==> src/hw/rtl/rsqg_pkg.sv <==
`timescale 1ns / 1ps
package rsqg_pkg;

    localparam int MAX_SECTIONS    = 50;
    localparam int SINE_TABLE_BITS = 10;
    localparam int COORD_BITS      = 16;

    localparam int STEPS_MIN   = 3;
    localparam int STEPS_RESET = 16;
    localparam int INC_RESET   = 4096;

    localparam int STEP_W    = 6;
    localparam int INC_W     = 15;
    localparam int PHASE_W   = 16;
    localparam int TRIG_W    = 16;
    localparam int FRAC_BITS = 15;
    localparam int RAD_W     = COORD_BITS - 1;
    localparam int PROD_W    = RAD_W + 1 + TRIG_W;
    localparam int QB        = SINE_TABLE_BITS - 2;
    localparam int QUARTER   = 1 << QB;

    localparam int CFG_IDX_W  = 2;
    localparam int CFG_DATA_W = INC_W;
    localparam logic [CFG_IDX_W-1:0] CFG_ROTATION_STEPS  = CFG_IDX_W'(0);
    localparam logic [CFG_IDX_W-1:0] CFG_ANGLE_INCREMENT = CFG_IDX_W'(1);

    localparam logic [63:0] HALF_PI_Q30 = 64'd1686629713;

    localparam logic signed [PROD_W-1:0] SAT_HI =
        PROD_W'((64'd1 << (COORD_BITS - 1)) - 64'd1);
    localparam logic signed [PROD_W-1:0] SAT_LO = -SAT_HI - PROD_W'(1);

    typedef logic [14:0] qtab_t [0:QUARTER];

    // controller to datapath
    typedef struct packed {
        logic              load;
        logic              start;
        logic              issue;
        logic              last;
        logic [STEP_W-1:0] step;
    } cmd_t;

    // datapath to controller
    typedef struct packed {
        logic advance;
    } stat_t;

    typedef struct packed {
        logic [STEP_W-1:0]            section_index;
        logic signed [COORD_BITS-1:0] a_x;
        logic signed [COORD_BITS-1:0] a_z;
        logic signed [COORD_BITS-1:0] b_x;
        logic signed [COORD_BITS-1:0] b_z;
        logic signed [COORD_BITS-1:0] c_x;
        logic signed [COORD_BITS-1:0] c_z;
        logic signed [COORD_BITS-1:0] d_x;
        logic signed [COORD_BITS-1:0] d_z;
        logic signed [COORD_BITS-1:0] low_height;
        logic signed [COORD_BITS-1:0] high_height;
        logic                         last_quad;
    } quad_t;

    // quarter sine wave in Q15, taylor series in Q30, evaluated at elaboration
    function automatic qtab_t build_qtab();
        qtab_t              tab;
        logic [63:0]        theta;
        logic [63:0]        th2;
        logic [63:0]        t;
        logic [63:0]        q;
        logic signed [63:0] sum;
        int                 k;
        for (k = 0; k <= QUARTER; k++)
        begin
            theta = (64'(k) * HALF_PI_Q30) >> QB;
            th2   = (theta * theta) >> 30;
            t     = theta;
            sum   = signed'(theta);
            t = ((t * th2) >> 30) / 64'd6;   sum = sum - signed'(t);
            t = ((t * th2) >> 30) / 64'd20;  sum = sum + signed'(t);
            t = ((t * th2) >> 30) / 64'd42;  sum = sum - signed'(t);
            t = ((t * th2) >> 30) / 64'd72;  sum = sum + signed'(t);
            t = ((t * th2) >> 30) / 64'd110; sum = sum - signed'(t);
            t = ((t * th2) >> 30) / 64'd156; sum = sum + signed'(t);
            t = ((t * th2) >> 30) / 64'd210; sum = sum - signed'(t);
            if (sum < 0)
                sum = 0;
            q = (64'(sum) + (64'd1 << 14)) >> 15;
            if (q > 64'd32767)
                q = 64'd32767;
            tab[k] = 15'(q);
        end
        return tab;
    endfunction

    localparam qtab_t QUARTER_TAB = build_qtab();

    // full wave by mirroring the quarter table
    function automatic logic signed [TRIG_W-1:0] sine_at(logic [SINE_TABLE_BITS-1:0] idx);
        logic [1:0]    hq;
        logic [QB-1:0] r;
        logic [QB:0]   ridx;
        logic [14:0]   mag;
        hq   = idx[SINE_TABLE_BITS-1 -: 2];
        r    = idx[QB-1:0];
        ridx = hq[0] ? ((QB+1)'(QUARTER) - {1'b0, r}) : {1'b0, r};
        mag  = QUARTER_TAB[ridx];
        return hq[1] ? -signed'({1'b0, mag}) : signed'({1'b0, mag});
    endfunction

    // floor(p / 2^15), clipped to the coordinate range
    function automatic logic signed [COORD_BITS-1:0] scale_sat(logic signed [PROD_W-1:0] p);
        logic signed [PROD_W-1:0] sh;
        sh = p >>> FRAC_BITS;
        if (sh > SAT_HI)
            sh = SAT_HI;
        else if (sh < SAT_LO)
            sh = SAT_LO;
        return COORD_BITS'(sh);
    endfunction

endpackage

==> src/hw/rtl/rsqg_ctrl.sv <==
`timescale 1ns / 1ps
module rsqg_ctrl (
    input  logic                      clk,
    input  logic                      rst_n,
    input  logic                      point_valid,
    output logic                      point_ready,
    input  logic                      profile_end,
    input  logic [rsqg_pkg::STEP_W-1:0] rotation_steps,
    output rsqg_pkg::cmd_t            cmd,
    input  rsqg_pkg::stat_t           stat
);
    import rsqg_pkg::*;

    localparam logic ST_IDLE = 1'b0;
    localparam logic ST_RUN  = 1'b1;

    logic              state_reg, state_next;
    logic [STEP_W-1:0] step_reg, step_next;
    logic              prior_valid_reg, prior_valid_next;
    logic              accept;
    logic              last;

    assign point_ready = (state_reg == ST_IDLE);
    assign accept      = point_valid && point_ready;
    assign last        = (step_reg == rotation_steps - STEP_W'(1));

    always_comb
    begin
        state_next       = state_reg;
        step_next        = step_reg;
        prior_valid_next = prior_valid_reg;
        case (state_reg)
            ST_IDLE:
            begin
                if (accept)
                begin
                    prior_valid_next = !profile_end;
                    step_next        = '0;
                    if (prior_valid_reg)
                        state_next = ST_RUN;
                end
            end
            ST_RUN:
            begin
                if (stat.advance)
                begin
                    step_next = step_reg + STEP_W'(1);
                    if (last)
                        state_next = ST_IDLE;
                end
            end
            default:
            begin
                state_next = ST_IDLE;
            end
        endcase
    end

    always_ff @(posedge clk or negedge rst_n)
    begin
        if (!rst_n)
        begin
            state_reg       <= ST_IDLE;
            step_reg        <= '0;
            prior_valid_reg <= 1'b0;
        end
        else
        begin
            state_reg       <= state_next;
            step_reg        <= step_next;
            prior_valid_reg <= prior_valid_next;
        end
    end

    assign cmd.load  = accept;
    assign cmd.start = accept;
    assign cmd.issue = (state_reg == ST_RUN);
    assign cmd.last  = last;
    assign cmd.step  = step_reg;

endmodule

==> config.mk <==
export PLATFORM = sky130hd
export DESIGN_NAME = rsqg_ctrl
export DESIGN_NICKNAME = d
export VERILOG_FILES = /design/src/hw/rtl/rsqg_pkg.sv /design/src/hw/rtl/rsqg_ctrl.sv
export SDC_FILE = /design/constraint.sdc
export NUM_CORES = 1
export LEC_CHECK = 0
export ABC_AREA = 1
export BUFFER_PORTS_ARGS = -buffer_cell sky130_fd_sc_hd__buf_2
export CAP_MARGIN = 0
export CORE_AREA = 2 2 41 43
export DETAILED_ROUTE_END_ITERATION = 12
export DIE_AREA = 0 0 43 45
export PLACE_DENSITY = 0.78
export SLEW_MARGIN = 20
export SYNTH_ARGS = -nofsm -noshare
export SYNTH_HDL_FRONTEND = slang
export SYNTH_SLANG_ARGS = --single-unit
==> constraint.sdc <==
create_clock -name clk -period 1.8 [get_ports clk]
set_clock_uncertainty 0.1 [all_clocks]
set_input_delay 0.27 -clock clk [delete_from_list [all_inputs] [get_ports clk]]
set_output_delay 0.27 -clock clk [all_outputs]
set_load 0.005 [all_outputs]
==> summary.json, run 1 <==
{
  "tightestPinTransition_ps": 229.9,
  "yosys_warnings": 0,
  "die_x_um": 43,
  "cp-start-kind": "input pin",
  "layout-area-overhead-vs-synth_pct": 22.67,
  "hold_wc_path_type": "input pin to flop",
  "synth.yosys.seq_area_share": 0.3101,
  "clkSinkCount": 8,
  "h-tree-depth": 1,
  "drt_iter0_drc": 6,
  "via_per_inst": 4.837,
  "timing_worst_setup_path_type": "input pin to primary output",
  "maxSlewHeadroom": 0.8455,
  "number_of_antenna_violations_at_the_first_check_in_global_routing": 0,
  "clock_insertion_delay_worst_skew_ps": 270,
  "postLayoutSetupSlackWorst_ps": 54.85,
  "place_ws_ps": 41.58,
  "status": "complete, no violations",
  "finalCritPeriodShare": 0.9695,
  "io_pins": 22,
  "max_clock_freq_mhz": 573.0,
  "post_drt_wl_per_cell_um": 9.376,
  "cts_made_buffers": 3,
  "hold_slack_ps": 96.97,
  "detail-route-antenna-nets": 0,
  "totalNegativeSetupSlack_ps": 0,
  "largest_register_ff_count": 6,
  "place.port_buffers": 21,
  "final_net_count": 140,
  "synth_seq_cells": 8,
  "globalRouteMet3Util": 0.04400,
  "met2_usage": 0.2727,
  "cts.path.max_buffers": 2,
  "syn_avg_cell_area_um2": 6.330,
  "congestion_overflow_gr": 0,
  "synth_cells": 102,
  "timing.final.crit_period_ps": 1745,
  "grt_max_degree": 9,
  "required_ps": 1430,
  "arrival_time_of_the_worst_setup_path_ps": 1380,
  "hpwlAfterDp_mm": 1.096,
  "place_congestion": 0.8259,
  "finalMaxSlewViolations": 0,
  "floorplan.initialDensity": 0.4388,
  "cp-end-kind": "primary output",
  "nFillCells": 154,
  "antenna_cells": 0,
  "grt_use_met1": 0.1566,
  "floorplan.die_area_mm2": 0.001935,
  "crit_path_max_fanout": 5,
  "unrepaired_setup_endpoints_after_global_routing": "true",
  "vias": 682,
  "clock_pin_slew_reported_for_the_worst_setup_and_hold_paths_after_clock_tree_synthesis_ps": 50,
  "synth_fp_nets": 115,
  "finalSetupViolCount": 0,
  "route.detailed.drc": 0,
  "mostFrequentLayoutCell": "nand2_1",
  "share_of_layout_cells_above_drive_strength_1": 0.3040,
  "cts_tree": "yes",
  "ir_worst_vdd_v": 0.0005029,
  "finalHoldViolCount": 0,
  "grt_pass1_vias": 589,
  "core_area_mm2": 0.001471,
  "floorplan.die.height_um": 45,
  "drt-total-wl_mm": 1.322,
  "ctsRootBufferMaster": "clkbuf_4",
  "final_core_utilization": 0.5383,
  "initial_drt_pass_iterations": 4,
  "ys_types": 20,
  "grt_pass1_wl_mm": 2.208,
  "max-cap-violations": 0,
  "grt.busiest_layer": "met2",
  "grt_use_total": 0.1556,
  "synth_area_um2": 645.6,
  "layout.cells.most_common_list": "36 x nand2_1, 21 x buf_2, 16 x inv_1",
  "num_rows": 14,
  "pwr_density_cell_mw_per_mm2": 1080,
  "p_leak_nw": 0.4847
}
==> layout make-up <==
class	instances	area [um2]	area share
multi-input combinational	71	346.6	0.4376
sequential	8	201.4	0.2543
timing repair buffer	24	130.1	0.1643
inverter	19	71.32	0.09005
clock buffer	3	22.52	0.02844
tap	16	20.02	0.02528
==> logic make-up (layout without fill, tap and decap cells) <==
family                     Yosys count  after routing  share of synthesized area
and+or+nand+nor                     58             58                     0.4012
buffers and inverters               23             46                     0.1570
AOI/OAI and AO/OA                   10             10                    0.07944
DFF                                  8              8                     0.3101
adders and majority gates            2              2                    0.03875
xor gates and xnor gates             1              1                    0.01357
==> final timing paths <==
check                             startpoint         endpoint  slack, ps  depth (start not counted)
setup / recovery           rotation_steps[0]           cmd[6]         50                         11
hold / removal                   profile_end  prior_valid_reg        100                          2
setup reg to reg                 step_reg[0]      step_reg[5]        410                          7
hold reg to reg              prior_valid_reg  prior_valid_reg        390                          2
max in group asynchronous              rst_n      step_reg[4]       1150                          2
min in group asynchronous              rst_n  prior_valid_reg        270                          2
==> power by group <==
part           switching [W]  total [W]  internal [W]  leakage (nW)
combinational       0.000228   0.000408      0.000179         0.371
sequential         0.0000606   0.000307      0.000246         0.100
clock              0.0000646   0.000141     0.0000765        0.0138
total               0.000353   0.000855      0.000502         0.485
==> layer usage <==
layer	vias up	routed length [um]	part of all wire
met2	12	665	0.50
met1	307	553	0.42
met5	-	0	0
met3	5	64	0.048
met4	0	39	0.030
li1	358	-	-
==> through the flow <==
step,power [W],instances,area (um2)
after floorplan,0.0005729,102,645.6
after global placement,0.0006713,135,740.7
after detailed placement,0.0006805,135,740.7
after CTS,0.0008196,139,773.2
after global routing,0.0009436,141,792.0
final,0.0008552,141,792.0
==> timing repair <==
| action | 4_1_cts | 5_1_grt |
|---|---|---|
| gates resized for setup | 0 | 3 |
| hold endpoints to repair | 8 | 0 |
| setup endpoints to repair | 0 | 1 |
| hold buffers | 1 | 0 |
| setup buffers | 0 | 2 |
==> worst max-delay path, stage by stage <==
cell and delay, ps:
buf_2 90, inv_2 60, ha_1 290, inv_1 40
nand2_1 60, nand2_1 50, nor2_1 110, nand3_2 80
nor2_2 90, and3_1 140, buf_2 100
==> cells in the mapped netlist <==
master / count / area (um2)
and3_1: 1 / 6.260
nand2_1: 37 / 138.9
xnor2_1: 1 / 8.760
inv_1: 17 / 63.81
nor3_2: 1 / 10.01
o21ai_1: 3 / 15.01
inv_2: 2 / 7.510
nand2_2: 1 / 6.260
o21ai_0: 3 / 15.01
ha_1: 2 / 25.02
nor2_2: 3 / 18.77
a21oi_1: 3 / 15.01
buf_4: 4 / 30.03
dfrtp_1: 8 / 200.2
o22ai_1: 1 / 6.260
nand3_2: 2 / 20.02
nand4_1: 1 / 6.260
nand3_1: 5 / 25.02
nor3_1: 1 / 5.000
nor2_1: 6 / 22.52
No activity file was read; power rests on OpenSTA's default activity.
==> run 2, diff against run 1 <==
--- a/config.mk
+++ b/config.mk
@@ -8,10 +8,12 @@
 export ABC_AREA = 1
 export BUFFER_PORTS_ARGS = -buffer_cell sky130_fd_sc_hd__buf_2
 export CAP_MARGIN = 0
-export CORE_AREA = 2 2 41 43
+export CELL_PAD_IN_SITES_DETAIL_PLACEMENT = 0
+export CELL_PAD_IN_SITES_GLOBAL_PLACEMENT = 1
+export CORE_AREA = 2 2 51 48
 export DETAILED_ROUTE_END_ITERATION = 12
-export DIE_AREA = 0 0 43 45
-export PLACE_DENSITY = 0.78
+export DIE_AREA = 0 0 53 50
+export PLACE_DENSITY = 0.8
 export SLEW_MARGIN = 20
 export SYNTH_ARGS = -nofsm -noshare
 export SYNTH_HDL_FRONTEND = slang
==> run 2 against run 1 <==
Core utilization fell by 15 points. Flip-flop and latch count did not move. Non-clock buffer count did not move. Count of clock-buffer cells in the layout did not move. Global-route usage fell by 4.1 points. Critical path type unchanged. Largest cell class unchanged. Largest power group unchanged. Register-to-register slack improved by 40 ps. Routed wire length rose by 5.4%. Die area rose by 37%. Fmax rose by 0.75%.
==> summary.json, run 2 (same netlist as run 1, synthesis figures left out) <==
{
  "r2r_slack": {"value": 450, "unit": "ps", "change": "+40 ps"},
  "cp-end-kind": "primary output",
  "finalCritPeriodShare": {"value": 0.9623, "change": "-0.007224"},
  "critPathLaunch": "rotation_steps[0]",
  "clock_insertion_delay_worst_skew": {"value": 250, "unit": "ps", "change": "-20 ps"},
  "grt_pass1_vias": {"value": 554, "change": "-5.9%"},
  "cp-start-kind": "input pin",
  "place.port_buffers": {"value": 21, "change": "unchanged"},
  "layout.cells.most_common_list": "37 x nand2_1, 21 x buf_2, 15 x inv_1",
  "arrival_time_of_the_worst_setup_path": {"value": 1360, "unit": "ps", "change": "-20 ps"},
  "max-cap-violations": {"value": 0, "change": "unchanged"},
  "unrepaired_setup_endpoints_after_global_routing": "true",
  "grt_max_degree": {"value": 9, "change": "unchanged"},
  "crit_slowest_cell": "ha_1",
  "mostFrequentLayoutCell": "nand2_1",
  "hpwlAfterDp": {"value": 1.106, "unit": "mm", "change": "+0.88%"},
  "drt_iter0_drc": {"value": 14, "change": "+8"},
  "post_drt_wl_per_cell": {"value": 9.164, "unit": "um", "change": "-2.3%"},
  "final_net_count": {"value": 140, "change": "unchanged"},
  "critical_path.reg2reg.startpoint": "step_reg[1]",
  "status": "complete, no violations",
  "share_of_layout_cells_above_drive_strength_1": {"value": 0.3120, "change": "+0.008000"},
  "fin_total_pwr": {"value": 0.0008525, "unit": "W", "change": "-0.31%"},
  "min_delay_path_depth": {"value": 2, "change": "unchanged"},
  "place_congestion": {"value": 0.7669, "change": "-7.1%"},
  "congestion_overflow_gr": {"value": 0, "change": "unchanged"},
  "drt-total-wl": {"value": 1.393, "unit": "mm", "change": "+5.4%"},
  "worst_r2r_path_depth": {"value": 6, "change": "-1"},
  "largest_register_ff_count": {"value": 6, "change": "unchanged"},
  "clock_pin_slew_reported_for_the_worst_setup_and_hold_paths_after_clock_tree_synthesis": {"value": 50, "unit": "ps", "change": "about the same"},
  "postLayoutSetupSlackWorst": {"value": 67.86, "unit": "ps", "change": "+13.00 ps"},
  "grt_use_total": {"value": 0.1147, "change": "-0.04087"},
  "worstPathCellList": "buf_2 -> inv_2 -> ha_1 -> inv_1 -> nand2_1 -> nand2_1 -> nor2_2 -> nand3_2 -> nor2_2 -> and3_1 -> buf_2",
  "place_ws": {"value": 42.56, "unit": "ps", "change": "+0.9812 ps"},
  "rr_endpoint": "step_reg[4]",
  "worstPathBufferInverterCount": {"value": 4, "change": "unchanged"},
  "pwr_density_cell": {"value": 1058, "unit": "mW/mm2", "change": "-2.0%"},
  "required": {"value": 1430, "unit": "ps", "change": "about the same"},
  "timing.final.crit_period": {"value": 1732, "unit": "ps", "change": "-13.00 ps"},
  "ctsRootBufferMaster": "clkbuf_4",
  "crit_path_end": "cmd[6]",
  "tightestPinTransition": {"value": 239.2, "unit": "ps", "change": "+9.298 ps"},
  "floorplan.die.height": {"value": 50, "unit": "um", "change": "+11%"},
  "route.detailed.drc": {"value": 0, "change": "unchanged"},
  "p_leak": {"value": 0.4839, "unit": "nW", "change": "-0.16%"},
  "critical_path_depth": {"value": 11, "change": "unchanged"},
  "hold_wc_path_type": "input pin to flop",
  "crit_family": "simple AND/OR/NAND/NOR gates",
  "ir_worst_vdd": {"value": 0.0006163, "unit": "V", "change": "+23%"},
  "floorplan.initialDensity": {"value": 0.3071, "change": "-0.1316"},
  "maxSlewHeadroom": {"value": 0.8393, "change": "-0.006246"},
  "die_x": {"value": 53, "unit": "um", "change": "+23%"},
  "nFillCells": {"value": 242, "change": "+57%"},
  "grt_pass1_wl": {"value": 2.235, "unit": "mm", "change": "+1.2%"},
  "vias": {"value": 682, "change": "unchanged"},
  "finalMaxSlewViolations": {"value": 0, "change": "unchanged"},
  "clkSinkCount": {"value": 8, "change": "unchanged"},
  "floorplan.die_area": {"value": 0.002650, "unit": "mm2", "change": "+37%"},
  "io_pins": {"value": 22, "change": "unchanged"},
  "initial_drt_pass_iterations": {"value": 4, "change": "unchanged"},
  "finalSetupViolCount": {"value": 0, "change": "unchanged"},
  "cp_slowest_stage_delay": {"value": 280, "unit": "ps", "change": "about the same"},
  "number_of_antenna_violations_at_the_first_check_in_global_routing": {"value": 0, "change": "unchanged"},
  "crit_path_max_fanout": {"value": 2, "change": "-3"},
  "via_per_inst": {"value": 4.487, "change": "-7.2%"},
  "h-tree-depth": {"value": 1, "change": "unchanged"},
  "core_area": {"value": 0.002102, "unit": "mm2", "change": "+43%"},
  "cts_tree": "yes",
  "detail-route-antenna-nets": {"value": 0, "change": "unchanged"},
  "hold_slack": {"value": 105.2, "unit": "ps", "change": "+8.189 ps"},
  "cts.path.max_buffers": {"value": 2, "change": "unchanged"},
  "num_rows": {"value": 16, "change": "+2"},
  "finalHoldViolCount": {"value": 0, "change": "unchanged"},
  "timing_worst_setup_path_type": "input pin to primary output",
  "max_clock_freq": {"value": 577.3, "unit": "MHz", "change": "+0.75%"},
  "layout-area-overhead-vs-synth_pct": 24.81,
  "antenna_cells": {"value": 0, "change": "unchanged"},
  "cts_made_buffers": {"value": 3, "change": "unchanged"}
}
## run 2: cell counts in the layout (fill, tap and decap cells not counted)
Identical to the previous run, type by type.
## run 2: worst min-delay path by stage
stage	from	to	slack (ps)
2_1_floorplan	rst_n	prior_valid_reg	-130
3_3_place_gp	rst_n	prior_valid_reg	20
3_5_place_dp	rst_n	prior_valid_reg	20
4_1_cts	profile_end	prior_valid_reg	100
5_1_grt	profile_end	prior_valid_reg	110
6_report	profile_end	prior_valid_reg	110
## run 2: where the power goes
| part | total (W) | internal, W | leakage, nW | switching [W] |
|---|---|---|---|---|
| registers | 0.000315 | 0.000246 | 0.100 | 0.0000687 |
| logic | 0.000401 | 0.000168 | 0.370 | 0.000233 |
| clock network | 0.000137 | 0.0000763 | 0.0138 | 0.0000609 |
| total | 0.000853 | 0.000490 | 0.484 | 0.000362 |
## run 2: what timing repair did
action                                  CTS  global route
hold endpoints to repair                  8             0
buffers inserted                          0             1
resized for setup                         0             4
hold buffers                              1             0
endpoints found under the setup margin    0             1
## run 2: stage by stage
| step | cells | cell area [um2] | TNS, ps | util |
|---|---|---|---|---|
| 6_report | 152 | 805.8 | 0 | 0.3833 |
| 5_1_grt | 152 | 805.8 | -39.20 | 0.3833 |
| 4_1_cts | 151 | 794.5 | 0 | 0.3780 |
| 3_5_place_dp | 147 | 762.0 | 0 | 0.3625 |
| 3_3_place_gp | 147 | 762.0 | 0 | 0.3625 |
| 2_1_floorplan | 102 | 645.6 | 0 | - |
## run 2: layout make-up
type | count | area (um2) | area share
multi-input cells | 71 | 346.6 | 0.4301
repair buffers | 24 | 130.1 | 0.1615
flip-flops and latches | 8 | 201.4 | 0.2500
well taps | 27 | 33.78 | 0.04193
clock buffers | 3 | 22.52 | 0.02795
inverters | 19 | 71.32 | 0.08851
## run 2: routing by layer
metal  GRT usage  vias to the layer above  wire [um]
li1            -                      361          -
met3    0.009091                        4         62
met5           0                        -          0
met1      0.1495                      297        637
met4     0.07692                        0         25
met2      0.1771                       20        667
==> run 3, diff against run 2 <==
--- a/config.mk
+++ b/config.mk
@@ -10,9 +10,9 @@
 export CAP_MARGIN = 0
 export CELL_PAD_IN_SITES_DETAIL_PLACEMENT = 0
 export CELL_PAD_IN_SITES_GLOBAL_PLACEMENT = 1
-export CORE_AREA = 2 2 51 48
+export CORE_AREA = 10 10 59 56
 export DETAILED_ROUTE_END_ITERATION = 12
-export DIE_AREA = 0 0 53 50
+export DIE_AREA = 0 0 69 66
 export PLACE_DENSITY = 0.8
 export SLEW_MARGIN = 20
 export SYNTH_ARGS = -nofsm -noshare
==> constraint.sdc (replaced) <==
create_clock -name clk -period 1.8 [get_ports clk]
set_clock_uncertainty 0.1 [all_clocks]
set_input_delay 0.18 -clock clk [delete_from_list [all_inputs] [get_ports clk]]
set_output_delay 0.18 -clock clk [all_outputs]
set_load 0.005 [all_outputs]
==> run 3 against run 2 <==
Clock power hardly changed. Critical endpoint unchanged. Critical path type is now flop to primary output. Highest routed layer unchanged. Sequential power about the same. Design area decreased by 2.3%.
==> summary.json, run 3 (same netlist as run 1, synthesis figures left out) <==
{
  "grt_pass1_vias": {"value": 624, "change": "+13%"},
  "hold_wc_path_type": "input pin to flop",
  "clock_pin_slew_reported_for_the_worst_setup_and_hold_paths_after_clock_tree_synthesis": {"value": 50, "unit": "ps", "change": "about the same"},
  "number_of_instances_in_the_placed_design": {"value": 146, "change": "-0.68%"},
  "cp-end-kind": "primary output",
  "vias": {"value": 647, "change": "-5.1%"},
  "antenna_cells": {"value": 0, "change": "unchanged"},
  "r2r_slack": {"value": 520, "unit": "ps", "change": "+70 ps"},
  "status": "complete, no violations",
  "pwr_density_cell": {"value": 1048, "unit": "mW/mm2", "change": "-0.91%"},
  "route.detailed.drc": {"value": 0, "change": "unchanged"},
  "grt_max_degree": {"value": 9, "change": "unchanged"},
  "grt_pass1_wl": {"value": 2.490, "unit": "mm", "change": "+11%"},
  "placed_area": {"value": 754.5, "unit": "um2", "change": "-0.99%"},
  "required": {"value": 1520, "unit": "ps", "change": "+90 ps"},
  "die_x": {"value": 69, "unit": "um", "change": "+30%"},
  "postLayoutSetupSlackWorst": {"value": 133.2, "unit": "ps", "change": "+65.38 ps"},
  "critical_path.most_common_cell": "nand2_1",
  "grt_use_total": {"value": 0.06456, "change": "-0.05019"},
  "detail-route-antenna-nets": {"value": 0, "change": "unchanged"},
  "maxSlewHeadroom": {"value": 0.8331, "change": "-0.006201"},
  "ir_worst_vdd": {"value": 0.0003204, "unit": "V", "change": "-48%"},
  "floorplan.die_area": {"value": 0.004554, "unit": "mm2", "change": "+72%"},
  "place_ws": {"value": 208.5, "unit": "ps", "change": "+165.9 ps"},
  "place.port_buffers": {"value": 21, "change": "unchanged"},
  "floorplan.die.height": {"value": 66, "unit": "um", "change": "+32%"},
  "post_drt_wl_per_cell": {"value": 10.04, "unit": "um", "change": "+9.6%"},
  "worstPathCellList": "inv_1 -> nand2_1 -> nand2_1 -> nor2_1 -> nand3_2 -> nor2_2 -> and3_1 -> buf_2",
  "io_pins": {"value": 22, "change": "unchanged"},
  "num_rows": {"value": 16, "change": "unchanged"},
  "cp-start-kind": "flop",
  "via_per_inst": {"value": 4.313, "change": "-3.9%"},
  "share_of_layout_cells_above_drive_strength_1": {"value": 0.2683, "change": "-0.04371"},
  "mostFrequentLayoutCell": "nand2_1",
  "max_clock_freq": {"value": 600.0, "unit": "MHz", "change": "+3.9%"},
  "layout-area-overhead-vs-synth_pct": 21.90,
  "clkSinkCount": {"value": 8, "change": "unchanged"},
  "tightestPinTransition": {"value": 248.5, "unit": "ps", "change": "+9.230 ps"},
  "finalHoldViolCount": {"value": 0, "change": "unchanged"},
  "finalSetupViolCount": {"value": 0, "change": "unchanged"},
  "p_leak": {"value": 0.4769, "unit": "nW", "change": "-1.5%"},
  "arrival_time_of_the_worst_setup_path": {"value": 1390, "unit": "ps", "change": "+30 ps"},
  "congestion_overflow_gr": {"value": 0, "change": "unchanged"},
  "largest_register_ff_count": {"value": 6, "change": "unchanged"},
  "place_congestion": {"value": 0.7253, "change": "-5.4%"},
  "core_area": {"value": 0.002122, "unit": "mm2", "change": "+0.95%"},
  "layout.cells.most_common_list": "37 x nand2_1, 21 x buf_2, 17 x inv_1",
  "h-tree-depth": {"value": 1, "change": "unchanged"},
  "crit_slowest_cell": "dfrtp_1",
  "timing_worst_setup_path_type": "flop to primary output",
  "cts_tree": "yes",
  "drt_iter0_drc": {"value": 11, "change": "-3"},
  "cts-resized-gates": {"value": 0, "change": "unchanged"},
  "floorplan.initialDensity": {"value": 0.3042, "change": "-0.002898"},
  "post_cts_buffers": {"value": 0, "change": "unchanged"},
  "post_cts_hold_buffer_count": {"value": 1, "change": "unchanged"},
  "final_net_count": {"value": 138, "change": "-1.4%"},
  "finalMaxSlewViolations": {"value": 0, "change": "unchanged"},
  "finish.instance_area": {"value": 787.0, "unit": "um2", "change": "-2.3%"},
  "crit_path_max_fanout": {"value": 5, "change": "+3"},
  "cp_slowest_stage_delay": {"value": 400, "unit": "ps", "change": "+120 ps"},
  "hpwlAfterDp": {"value": 1.319, "unit": "mm", "change": "+19%"},
  "unrepaired_setup_endpoints_after_global_routing": "false",
  "drt-total-wl": {"value": 1.506, "unit": "mm", "change": "+8.1%"},
  "clock_insertion_delay_worst_skew": {"value": 260, "unit": "ps", "change": "about the same"},
  "layoutNonFillerInstCount": {"value": 150, "change": "-1.3%"},
  "finalCritPeriodShare": {"value": 0.9260, "change": "-0.03632"},
  "ctsRootBufferMaster": "clkbuf_4",
  "totalNegativeSetupSlack": {"value": 0, "unit": "ps", "change": "unchanged"},
  "cts.path.max_buffers": {"value": 2, "change": "unchanged"},
  "number_of_antenna_violations_at_the_first_check_in_global_routing": {"value": 0, "change": "unchanged"},
  "max-cap-violations": {"value": 0, "change": "unchanged"},
  "timing.final.crit_period": {"value": 1667, "unit": "ps", "change": "-65.38 ps"},
  "initial_drt_pass_iterations": {"value": 4, "change": "unchanged"},
  "hold_slack": {"value": 15.32, "unit": "ps", "change": "-89.84 ps"},
  "cts_made_buffers": {"value": 3, "change": "unchanged"}
}
==> run 3: per-layer routing <==
metal  share of wire  vias to the layer above  global-route usage  routed length, um
met3           0.029                        5             0.01502                 43
met2            0.49                       12              0.1199                745
met4           0.024                        0             0.03769                 36
met5               0                        -                   0                  0
li1                -                      354                   -                  -
met1            0.45                      276             0.06544                680
==> run 3: power by group <==
group	internal, W	total (W)	leakage [nW]	switching [W]
combinational	0.000153	0.000374	0.361	0.000221
sequential	0.000245	0.000313	0.102	0.0000671
clock	0.0000764	0.000139	0.0138	0.0000623
==> run 3: per-stage QoR <==
step	total power [W]	util
after floorplan	0.0005729	-
after global placement	0.0006896	0.3555
after detailed placement	0.0006980	0.3555
after CTS	0.0008390	0.3709
after global routing	0.0009052	0.3709
final	0.0008251	0.3709
==> run 3: critical path, delay by kind of cell, from the launching register on <==
family                 cells  cell delay (ps)
and+or+nand+nor            6              530
DFF                        1              400
buffers and inverters      2              210
==> run 3: cell type report <==
| cell class | instances | area (um2) |
|---|---|---|
| inverter | 19 | 71.32 |
| sequential | 8 | 200.2 |
| fill | 243 | 1335 |
| clock buffer | 3 | 22.52 |
| timing repair buffer | 22 | 115.1 |
| tap | 27 | 33.78 |
| multi-input combinational | 71 | 344.1 |
==> run 3: final timing paths <==
path | startpoint | to | cells after the start
worst min register to register | prior_valid_reg | state_reg | 2
min in group asynchronous | rst_n | step_reg[2] | 2
worst max-delay path | step_reg[0] | cmd[6] | 8
worst min-delay path | profile_end | prior_valid_reg | 2
worst max register to register | step_reg[0] | state_reg | 9
max in group asynchronous | rst_n | step_reg[4] | 2
